### config.mk
export PLATFORM = sky130hd
export DESIGN_NAME = fair_recursive_rw_lock_manager
export DESIGN_NICKNAME = d
export VERILOG_FILES = /design/src/frlm_pkg.sv /design/src/frlm_ctrl.sv /design/src/frlm_dp.sv /design/src/fair_recursive_rw_lock_manager.sv
export SDC_FILE = /design/constraint.sdc
export NUM_CORES = 1
export LEC_CHECK = 0
export ABC_AREA = 0
export BUFFER_PORTS_ARGS = -buffer_cell sky130_fd_sc_hd__buf_2
export CORE_AREA = 2 2 211 213
export CTS_CLUSTER_DIAMETER = 120
export DETAILED_ROUTE_END_ITERATION = 8
export DIE_AREA = 0 0 213 215
export SLEW_MARGIN = 20
export SYNTH_ARGS = -nofsm -noshare
export SYNTH_HDL_FRONTEND = slang
export SYNTH_SLANG_ARGS = --single-unit
### constraint.sdc
create_clock -name i_clk -period 6.23 [get_ports i_clk]
set_clock_uncertainty 0.05 [all_clocks]
set_input_delay 0 -clock i_clk [delete_from_list [all_inputs] [get_ports i_clk]]
set_output_delay 0 -clock i_clk [all_outputs]
set_load 0.005 [all_outputs]
### src/frlm_pkg.sv
// Shared codes and types for the fair recursive reader/writer lock manager.
// No dependencies; imported by frlm_ctrl, frlm_dp and the top level.
`default_nettype none

package frlm_pkg;

    typedef logic [2:0] t_mode;
    typedef logic [3:0] t_id;
    typedef logic [3:0] t_event;
    typedef logic [4:0] t_holders;

    localparam t_mode MODE_SHARED   = 3'd0;
    localparam t_mode MODE_EXCL     = 3'd1;
    localparam t_mode MODE_RELEASE  = 3'd2;
    localparam t_mode MODE_TRANSFER = 3'd3;
    localparam t_mode MODE_RESUME   = 3'd4;

    localparam t_event EV_GRANTED     = 4'd0;
    localparam t_event EV_RECURSIVE   = 4'd1;
    localparam t_event EV_QUEUED      = 4'd2;
    localparam t_event EV_GRANT_Q     = 4'd3;
    localparam t_event EV_PARTIAL     = 4'd4;
    localparam t_event EV_RELEASED    = 4'd5;
    localparam t_event EV_TRANSFERRED = 4'd6;
    localparam t_event EV_NOT_HOLDER  = 4'd7;
    localparam t_event EV_RESUMED     = 4'd8;
    localparam t_event EV_QUEUE_FULL  = 4'd9;

    localparam t_holders HOLDERS_MAX = 5'd31;
    localparam logic [3:0] MAX_DRAIN = 4'd8;

    typedef struct packed {
        logic load;
        logic exec;
        logic drain;
    } t_cmd;

    typedef struct packed {
        logic drain_go;
    } t_sts;

endpackage

`default_nettype wire

### src/frlm_ctrl.sv
// Controller state machine: accept, execute, drain the wait queue.
// Depends on frlm_pkg (t_cmd, t_sts).
`default_nettype none

module frlm_ctrl (
    input  wire logic          i_clk,
    input  wire logic          i_rst_n,
    input  wire logic          i_start,
    output logic               o_busy,
    output frlm_pkg::t_cmd     o_cmd,
    input  wire frlm_pkg::t_sts i_sts
);
    import frlm_pkg::*;

    localparam logic [1:0] ST_IDLE  = 2'd0;
    localparam logic [1:0] ST_EXEC  = 2'd1;
    localparam logic [1:0] ST_DRAIN = 2'd2;

    logic [1:0] r_state;
    logic [1:0] n_state;

    always_comb begin
        n_state     = r_state;
        o_cmd.load  = 1'b0;
        o_cmd.exec  = 1'b0;
        o_cmd.drain = 1'b0;
        unique case (r_state)
            ST_IDLE: begin
                if (i_start) begin
                    o_cmd.load = 1'b1;
                    n_state    = ST_EXEC;
                end
            end
            ST_EXEC: begin
                o_cmd.exec = 1'b1;
                n_state    = i_sts.drain_go ? ST_DRAIN : ST_IDLE;
            end
            ST_DRAIN: begin
                o_cmd.drain = 1'b1;
                n_state     = i_sts.drain_go ? ST_DRAIN : ST_IDLE;
            end
            default: begin
                n_state = ST_IDLE;
            end
        endcase
    end

    assign o_busy = (r_state != ST_IDLE);

    always_ff @(posedge i_clk) begin
        if (!i_rst_n) begin
            r_state <= ST_IDLE;
        end else begin
            r_state <= n_state;
        end
    end

endmodule

`default_nettype wire

### src/frlm_dp.sv
// Datapath: hold records, holder count, wait queue memory, result register.
// Depends on frlm_pkg (codes, t_cmd, t_sts).
`default_nettype none

module frlm_dp #(
    parameter int REQUESTERS  = 16,
    parameter int QUEUE_DEPTH = 8,
    parameter int DEPTH_BITS  = 8
) (
    input  wire logic              i_clk,
    input  wire logic              i_rst_n,
    input  wire frlm_pkg::t_cmd    i_cmd,
    output frlm_pkg::t_sts         o_sts,
    input  wire frlm_pkg::t_mode   i_mode,
    input  wire frlm_pkg::t_id     i_requester,
    output logic                   o_valid,
    output frlm_pkg::t_id          o_who,
    output frlm_pkg::t_event       o_event_res,
    output logic                   o_exclusive_now,
    output frlm_pkg::t_holders     o_holders_now,
    output logic                   o_last
);
    import frlm_pkg::*;

    localparam int NUM_IDS = (REQUESTERS < 16) ? REQUESTERS : 16;
    localparam int ID_BITS = $clog2(NUM_IDS);
    localparam int QA_BITS = (QUEUE_DEPTH > 1) ? $clog2(QUEUE_DEPTH) : 1;
    localparam int QC_BITS = $clog2(QUEUE_DEPTH + 1);
    localparam logic [8:0]           REQ_LIM   = 9'(REQUESTERS);
    localparam logic [QA_BITS:0]     Q_LAST    = (QA_BITS + 1)'(QUEUE_DEPTH - 1);
    localparam logic [QA_BITS:0]     Q_SIZE    = (QA_BITS + 1)'(QUEUE_DEPTH);
    localparam logic [QC_BITS-1:0]   Q_FULL    = QC_BITS'(QUEUE_DEPTH);
    localparam logic [QC_BITS-1:0]   CNT_ONE   = QC_BITS'(1);
    localparam logic [DEPTH_BITS-1:0] DEPTH_ONE = DEPTH_BITS'(1);

    function automatic logic [QA_BITS-1:0] f_next(input logic [QA_BITS-1:0] a);
        logic [QA_BITS:0] s;
        s = {1'b0, a} + (QA_BITS + 1)'(1);
        if (s > Q_LAST) begin
            s = '0;
        end
        return s[QA_BITS-1:0];
    endfunction

    // request beat
    t_mode r_mode;
    t_id   r_id;

    // lock state
    logic                  r_hold_valid [NUM_IDS];
    logic [DEPTH_BITS-1:0] r_hold_depth [NUM_IDS];
    t_holders              r_total;
    t_holders              n_total;
    logic                  r_excl;
    logic                  n_excl;

    // wait queue
    logic [4:0]         r_queue [QUEUE_DEPTH];
    logic [4:0]         r_head_q;
    logic [4:0]         r_next_q;
    logic [QA_BITS-1:0] r_head;
    logic [QA_BITS-1:0] n_head;
    logic [QA_BITS-1:0] rd_next;
    logic [QC_BITS-1:0] r_count;
    logic [QC_BITS-1:0] n_count;
    logic [QA_BITS:0]   tail_sum;
    logic [QA_BITS:0]   tail_wrap;
    logic [QA_BITS-1:0] tail;
    logic               q_we;
    logic [3:0]         r_drained;
    logic [3:0]         n_drained;

    // result register
    logic   r_out_valid;
    logic   n_out_valid;
    t_id    r_out_who;
    t_id    n_out_who;
    t_event r_out_ev;
    t_event n_out_ev;
    logic   r_out_last;
    logic   n_drain_go;

    // hold record write port
    logic                  hv_we;
    logic                  hv_val;
    logic [ID_BITS-1:0]    hv_idx;
    logic                  hd_we;
    logic [DEPTH_BITS-1:0] hd_val;

    logic [ID_BITS-1:0]    id_idx;
    logic [ID_BITS-1:0]    q_idx;
    logic                  op_ok;
    logic                  is_ex;
    logic                  cur_hv;
    logic [DEPTH_BITS-1:0] cur_hd;
    t_holders              total_inc;
    t_holders              total_dec;

    assign id_idx    = r_id[ID_BITS-1:0];
    assign q_idx     = r_head_q[ID_BITS-1:0];
    assign hv_idx    = i_cmd.drain ? q_idx : id_idx;
    assign cur_hv    = r_hold_valid[hv_idx];
    assign cur_hd    = r_hold_depth[id_idx];
    assign op_ok     = (r_mode <= MODE_RESUME) && ({5'd0, r_id} < REQ_LIM);
    assign is_ex     = (r_mode == MODE_EXCL);
    assign total_inc = (r_total == HOLDERS_MAX) ? r_total : r_total + 5'd1;
    assign total_dec = (r_total != 5'd0) ? r_total - 5'd1 : r_total;

    assign tail_sum  = {1'b0, r_head} + (QA_BITS + 1)'(r_count);
    assign tail_wrap = (tail_sum > Q_LAST) ? tail_sum - Q_SIZE : tail_sum;
    assign tail      = tail_wrap[QA_BITS-1:0];
    assign rd_next   = f_next(n_head);

    always_comb begin
        n_total     = r_total;
        n_excl      = r_excl;
        n_head      = r_head;
        n_count     = r_count;
        n_drained   = r_drained;
        hv_we       = 1'b0;
        hv_val      = 1'b0;
        hd_we       = 1'b0;
        hd_val      = cur_hd;
        q_we        = 1'b0;
        n_out_valid = 1'b0;
        n_out_who   = r_id;
        n_out_ev    = EV_GRANTED;
        n_drain_go  = 1'b0;

        if (i_cmd.load) begin
            n_drained = '0;
        end

        if (i_cmd.exec && op_ok) begin
            n_out_valid = 1'b1;
            unique case (r_mode)
                MODE_SHARED, MODE_EXCL: begin
                    if (r_total == 5'd0 ||
                        (!cur_hv && r_count == '0 && !is_ex && !r_excl)) begin
                        if (!cur_hv) begin
                            hv_we  = 1'b1;
                            hv_val = 1'b1;
                            hd_we  = 1'b1;
                            hd_val = DEPTH_ONE;
                        end
                        n_excl   = is_ex;
                        n_total  = total_inc;
                        n_out_ev = EV_GRANTED;
                    end else if (cur_hv) begin
                        if (cur_hd != '1) begin
                            hd_we  = 1'b1;
                            hd_val = cur_hd + DEPTH_ONE;
                        end
                        n_out_ev = EV_RECURSIVE;
                    end else if (r_count >= Q_FULL) begin
                        n_out_ev = EV_QUEUE_FULL;
                    end else begin
                        q_we     = 1'b1;
                        n_count  = r_count + CNT_ONE;
                        n_out_ev = EV_QUEUED;
                    end
                end
                MODE_RELEASE: begin
                    if (!cur_hv) begin
                        n_out_ev = EV_NOT_HOLDER;
                    end else if (cur_hd > DEPTH_ONE) begin
                        hd_we    = 1'b1;
                        hd_val   = cur_hd - DEPTH_ONE;
                        n_out_ev = EV_PARTIAL;
                    end else begin
                        hv_we      = 1'b1;
                        hd_we      = 1'b1;
                        hd_val     = '0;
                        n_excl     = 1'b0;
                        n_total    = total_dec;
                        n_out_ev   = EV_RELEASED;
                        n_drain_go = (r_count != '0) &&
                                     ((total_dec == 5'd0) || !r_head_q[4]);
                    end
                end
                MODE_TRANSFER: begin
                    if (cur_hv) begin
                        hv_we    = 1'b1;
                        hd_we    = 1'b1;
                        hd_val   = '0;
                        n_out_ev = EV_TRANSFERRED;
                    end else begin
                        n_out_ev = EV_NOT_HOLDER;
                    end
                end
                default: begin
                    if (!cur_hv) begin
                        hv_we  = 1'b1;
                        hv_val = 1'b1;
                        hd_we  = 1'b1;
                        hd_val = DEPTH_ONE;
                    end
                    n_out_ev = EV_RESUMED;
                end
            endcase
        end

        if (i_cmd.drain) begin
            if (!cur_hv) begin
                hv_we  = 1'b1;
                hv_val = 1'b1;
                hd_we  = 1'b1;
                hd_val = DEPTH_ONE;
            end
            n_excl      = r_head_q[4];
            n_total     = total_inc;
            n_head      = f_next(r_head);
            n_count     = r_count - CNT_ONE;
            n_drained   = r_drained + 4'd1;
            n_out_valid = 1'b1;
            n_out_who   = r_head_q[3:0];
            n_out_ev    = EV_GRANT_Q;
            // holders are nonzero after a grant: only shared-after-shared fits
            n_drain_go  = (r_count != CNT_ONE) && (n_drained != MAX_DRAIN) &&
                          !r_head_q[4] && !r_next_q[4];
        end
    end

    assign o_sts.drain_go = n_drain_go;

    always_ff @(posedge i_clk) begin
        if (!i_rst_n) begin
            for (int i = 0; i < NUM_IDS; i++) begin
                r_hold_valid[i] <= 1'b0;
            end
            r_total     <= '0;
            r_excl      <= 1'b0;
            r_head      <= '0;
            r_count     <= '0;
            r_out_valid <= 1'b0;
        end else begin
            if (hv_we) begin
                r_hold_valid[hv_idx] <= hv_val;
            end
            r_total     <= n_total;
            r_excl      <= n_excl;
            r_head      <= n_head;
            r_count     <= n_count;
            r_out_valid <= n_out_valid;
        end
    end

    always_ff @(posedge i_clk) begin
        if (i_cmd.load) begin
            r_mode <= i_mode;
            r_id   <= i_requester;
        end
        if (hd_we) begin
            r_hold_depth[hv_idx] <= hd_val;
        end
        r_drained  <= n_drained;
        r_out_who  <= n_out_who;
        r_out_ev   <= n_out_ev;
        r_out_last <= !n_drain_go;
    end

    always_ff @(posedge i_clk) begin
        if (q_we) begin
            r_queue[tail] <= {is_ex, r_id};
        end
        r_head_q <= r_queue[n_head];
        r_next_q <= r_queue[rd_next];
    end

    assign o_valid         = r_out_valid;
    assign o_who           = r_out_who;
    assign o_event_res     = r_out_ev;
    assign o_exclusive_now = r_excl;
    assign o_holders_now   = r_total;
    assign o_last          = r_out_last;

endmodule

`default_nettype wire

### src/fair_recursive_rw_lock_manager.sv
// Top level of the fair recursive reader/writer lock manager.
// Depends on frlm_pkg, frlm_ctrl, frlm_dp.
//
//   channel   handshake           payload
//   request   start / busy        i_mode, i_requester
//   result    o_valid (strobe)    o_who, o_event_res, o_exclusive_now,
//                                 o_holders_now, o_last
//
// A request is accepted in ST_IDLE, then executed in ST_EXEC.
// A final release then grants queued requests from ST_DRAIN (at most 8);
// the queue memory's head and next-entry read ports supply each grant.
// Each result is strobed the cycle after the cycle that produced it.
// Synchronous reset clears hold records, holder count and queue pointers.
// Results are never stalled; o_last marks the final beat of a request.
`default_nettype none

module fair_recursive_rw_lock_manager #(
    parameter int REQUESTERS  = 16,
    parameter int QUEUE_DEPTH = 8,
    parameter int DEPTH_BITS  = 8
) (
    input  wire logic                i_clk,
    input  wire logic                i_rst_n,
    input  wire logic                start,
    output logic                     busy,
    input  wire frlm_pkg::t_mode     i_mode,
    input  wire frlm_pkg::t_id       i_requester,
    output logic                     o_valid,
    output frlm_pkg::t_id            o_who,
    output frlm_pkg::t_event         o_event_res,
    output logic                     o_exclusive_now,
    output frlm_pkg::t_holders       o_holders_now,
    output logic                     o_last
);
    import frlm_pkg::*;

    t_cmd w_cmd;
    t_sts w_sts;

    frlm_ctrl u_ctrl (
        .i_clk   (i_clk),
        .i_rst_n (i_rst_n),
        .i_start (start),
        .o_busy  (busy),
        .o_cmd   (w_cmd),
        .i_sts   (w_sts)
    );

    frlm_dp #(
        .REQUESTERS  (REQUESTERS),
        .QUEUE_DEPTH (QUEUE_DEPTH),
        .DEPTH_BITS  (DEPTH_BITS)
    ) u_dp (
        .i_clk           (i_clk),
        .i_rst_n         (i_rst_n),
        .i_cmd           (w_cmd),
        .o_sts           (w_sts),
        .i_mode          (i_mode),
        .i_requester     (i_requester),
        .o_valid         (o_valid),
        .o_who           (o_who),
        .o_event_res     (o_event_res),
        .o_exclusive_now (o_exclusive_now),
        .o_holders_now   (o_holders_now),
        .o_last          (o_last)
    );

    a_strobe_src: assert property (@(posedge i_clk) disable iff (!i_rst_n)
        o_valid |-> $past(w_cmd.exec || w_cmd.drain))
        else $error("result strobe without an execute or drain cycle");

    a_drain_grant: assert property (@(posedge i_clk) disable iff (!i_rst_n)
        w_cmd.drain |=> (o_valid && o_event_res == EV_GRANT_Q))
        else $error("drain cycle did not produce a queued grant");

    a_more_busy: assert property (@(posedge i_clk) disable iff (!i_rst_n)
        (o_valid && !o_last) |-> busy)
        else $error("non-final beat while controller idle");

    a_excl_held: assert property (@(posedge i_clk) disable iff (!i_rst_n)
        (o_valid && o_exclusive_now) |-> (o_holders_now != 5'd0))
        else $error("exclusive hold with zero holders");

endmodule

`default_nettype wire

==> results_dict.tcl <==
set metrics [dict create \
    crit_chain "inv_1, ha_2, nor2_1, a22oi_1, a41oi_1, o41ai_1, o2111ai_1, a21oi_1, o21ai_0, nor2_1" \
    synthAdderAreaFrac_pct 2.278 \
    clock.fmax_ghz 0.2034 \
    rsz0062_at_grt "no" \
    drive_above_1_share_pct 17.68 \
    slowest_delay_ns 0.87 \
    cellPowerDensity_nw_per_um2 286.1 \
    dr_total_vias 7089 \
    place_congestion 0.8807 \
    syn_inst 812 \
    ys_ff_latch 230 \
    crit_required_ns 6.33 \
    grt_pass1_wl_um 42030 \
    numClockSinks 230 \
    pin_count 27 \
    die_w_um 213 \
    netlist_area_um2 10770 \
    crit_slowest_cell "o41ai_1" \
    root_buffer "clkbuf_16" \
    synth_warnings 0 \
    wl_per_cell_um 18.40 \
    synth_cell_types 78 \
    synth_area_leaders "edfxtp_1, dfxtp_1, mux4_2" \
    vias_per_cell 4.846 \
    area_growth_pct 16.05 \
    critPathMaxFanout 33 \
    run_status "finished clean" \
    gr-usage-all-layers_pct 11.77 \
    setup_viol_count_final 0 \
    hpwlAfterDp_um 18450 \
    vdd_drop_max_mv 0.1835 \
    cts_tree "done" \
    cts_post_setup_buffers_inserted 0 \
    drt_first_pass_iters 6 \
    synth_compound_gate_area_share_pct 10.91 \
    ys.flop_type "edfxtp_1" \
    rows 77 \
    muxShareOfSynthArea_pct 12.50 \
    ctsResizeCount 0 \
    fin_crit_ns 4.917 \
    clkSlewWorstSetupHoldPaths_ns 0.06 \
    cts_buffer_depth 3 \
    critPathCaptureType "register" \
    path_class "reg -> reg" \
    avgSynthCellArea_um2 13.26 \
    htree_levels 1 \
    clock_latency_ns 0.53 \
    cap_viol_max_count 0 \
    cp_top_family "compound AO/OA/AOI/OAI gates" \
    wirelength_um 26910 \
    crit_path_start_kind "register" \
    synth_edf_count 179 \
    synth_area_leader_cell "edfxtp_1" \
    core_area_um2 43640 \
    async_flop_share_pct 0 \
    tightest_slew_ns 0.9821 \
    crit_buf_inv 1 \
    cp_data_arrival_time_ns 5.02 \
    grt_max_degree 34 \
    synth_top_family_by_area "multiplexers" \
    antenna_cells 0 \
    holdBufCountCts 9 \
    numCtsBuffers 25 \
    drtIter0Drc 653 \
    fp.dieH_um 215 \
    die-area_um2 45800 \
    drc 0 \
    yosys-top-cells-count "edfxtp_1, nor2_1, nand2_1" \
    hold_viol_final 0 \
    synth.most_common_cell "edfxtp_1" \
    power_leakage_nw 4.100 \
    numPortBuffers 26 \
    power_mw 3.574 \
    synthXorXnorAreaFrac_pct 0.8948 \
    nets 881 \
    grt_pass1_vias 6935 \
    worst_hold_path_type "in -> reg" \
    finalCritPeriodShare_pct 78.92 \
    final_max_slew_viol_count 0 \
    slew_headroom_pct 34.29 \
    synth_top_area_share_pct 49.92 \
    fin_setup_tns_ns 0 \
    antenna_found_initial 0 \
    syn_nets 841 \
    overflow 0 \
    detail-route-antenna-nets 0 \
    crit_top_cell "nor2_1" \
    initial_core_util_pct 24.67 \
    seq_area_frac_synth_pct 59.41 \
    synth-simple-area-share_pct 11.37 \
]
[through the flow]
step,hold slack (ns),instances,utilization [%],cell area [µm²],worst slack [ns]
2_1_floorplan,0.04887,812,-,10770,2.246
3_3_place_gp,0.1424,1408,26.60,11610,1.425
3_5_place_dp,0.1334,1408,26.60,11610,1.380
4_1_cts,0.1222,1463,28.62,12490,1.334
5_1_grt,0.1329,1463,28.63,12490,0.9786
6_report,0.1407,1463,28.63,12490,1.313
[logic make-up after synthesis]
kind of cell	Yosys count
XOR/XNOR	11
adder cells (fa/ha/maj)	19
multiplexers	76
AO/OA/AOI/OAI	170
buffers and inverters	66
AND/OR/NAND/NOR	240
flip-flops	230
[path summary, 6_finish.rpt]
| path | from | endpoint | slack, ns | cells after the start |
|---|---|---|---|---|
| min reg2reg | u_dp.r_hold_valid[3]$_DFF_P_ | u_dp.r_hold_valid[3]$_DFF_P_ | 0.44 | 2 |
| max | u_ctrl.r_state[0]$_SDFFE_PN0P_ | u_dp.r_hold_depth[1][0]$_DFFE_PP_ | 1.31 | 10 |
| max reg2reg | u_ctrl.r_state[0]$_SDFFE_PN0P_ | u_dp.r_hold_depth[1][0]$_DFFE_PP_ | 1.31 | 10 |
| min | i_mode[1] | u_dp.r_mode[1]$_DFFE_PP_ | 0.14 | 2 |
[metal layers]
metal / GRT usage (%) / share of wire (%) / vias to the layer above
met5: 0 / 0 / -
met4: 2.611 / 2.0 / 0
met3: 2.090 / 5.6 / 33
met2: 19.11 / 47 / 219
met1: 16.34 / 45 / 3576
li1: - / - / 3261
[cell usage in the layout, fill, tap and decap left out, types with 4 or more instances in the layout]
cell             n
clkbuf_8         6
nand2_1         56
mux4_2          39
nand3b_1         6
xnor2_1          7
or4_1            5
mux4_1           5
nor2_1          70
and2_1           8
or3_1            7
o31a_1           4
nor4bb_1         5
o311ai_0         4
edfxtp_1       179
buf_2           26
ha_1            17
clkbuf_1        10
a211oi_1         5
or2_2            4
clkbuf_16       25
a21o_1           5
mux2_2          13
nand3_1         19
o21ai_0         38
inv_1           24
a41oi_1          6
a32oi_1          8
dlygate4sd3_1    9
dfxtp_1         49
nor2b_1          7
a21oi_1         37
mux2i_1         19
nand2b_1         8
and3_1           5
nor3_1          19
o31ai_1          5
a31oi_1         16
buf_4           19
[power breakdown]
group	switching [mW]	internal [mW]
registers	0.0370	1.72
logic	0.265	0.143
clock network	0.583	0.821
total	0.886	2.69
[state kept, by name, indices dropped and copies added, names as in the netlist, 2 cells and up, named ones only]
signal,cells
u_ctrl.r_state,2
u_dp.id_idx,4
u_dp.o_event_res,4
u_dp.o_holders_now,5
u_dp.o_who,4
u_dp.r_count,4
u_dp.r_drained,4
u_dp.r_head,3
u_dp.r_head_q,5
u_dp.r_hold_depth,128
u_dp.r_hold_valid,16
u_dp.r_mode,3
u_dp.r_queue,40
[layout make-up]
| type | count | area (µm²) |
|---|---|---|
| clock buffers | 41 | 745.7 |
| clock inverters | 5 | 46.29 |
| fillers | 4383 | 31150 |
| inverters | 25 | 93.84 |
| multi-input cells | 516 | 4106 |
| flip-flops and latches | 230 | 6399 |
| well taps | 592 | 740.7 |
| repair buffers | 54 | 362.8 |
No activity file was read; power rests on OpenSTA's default activity.
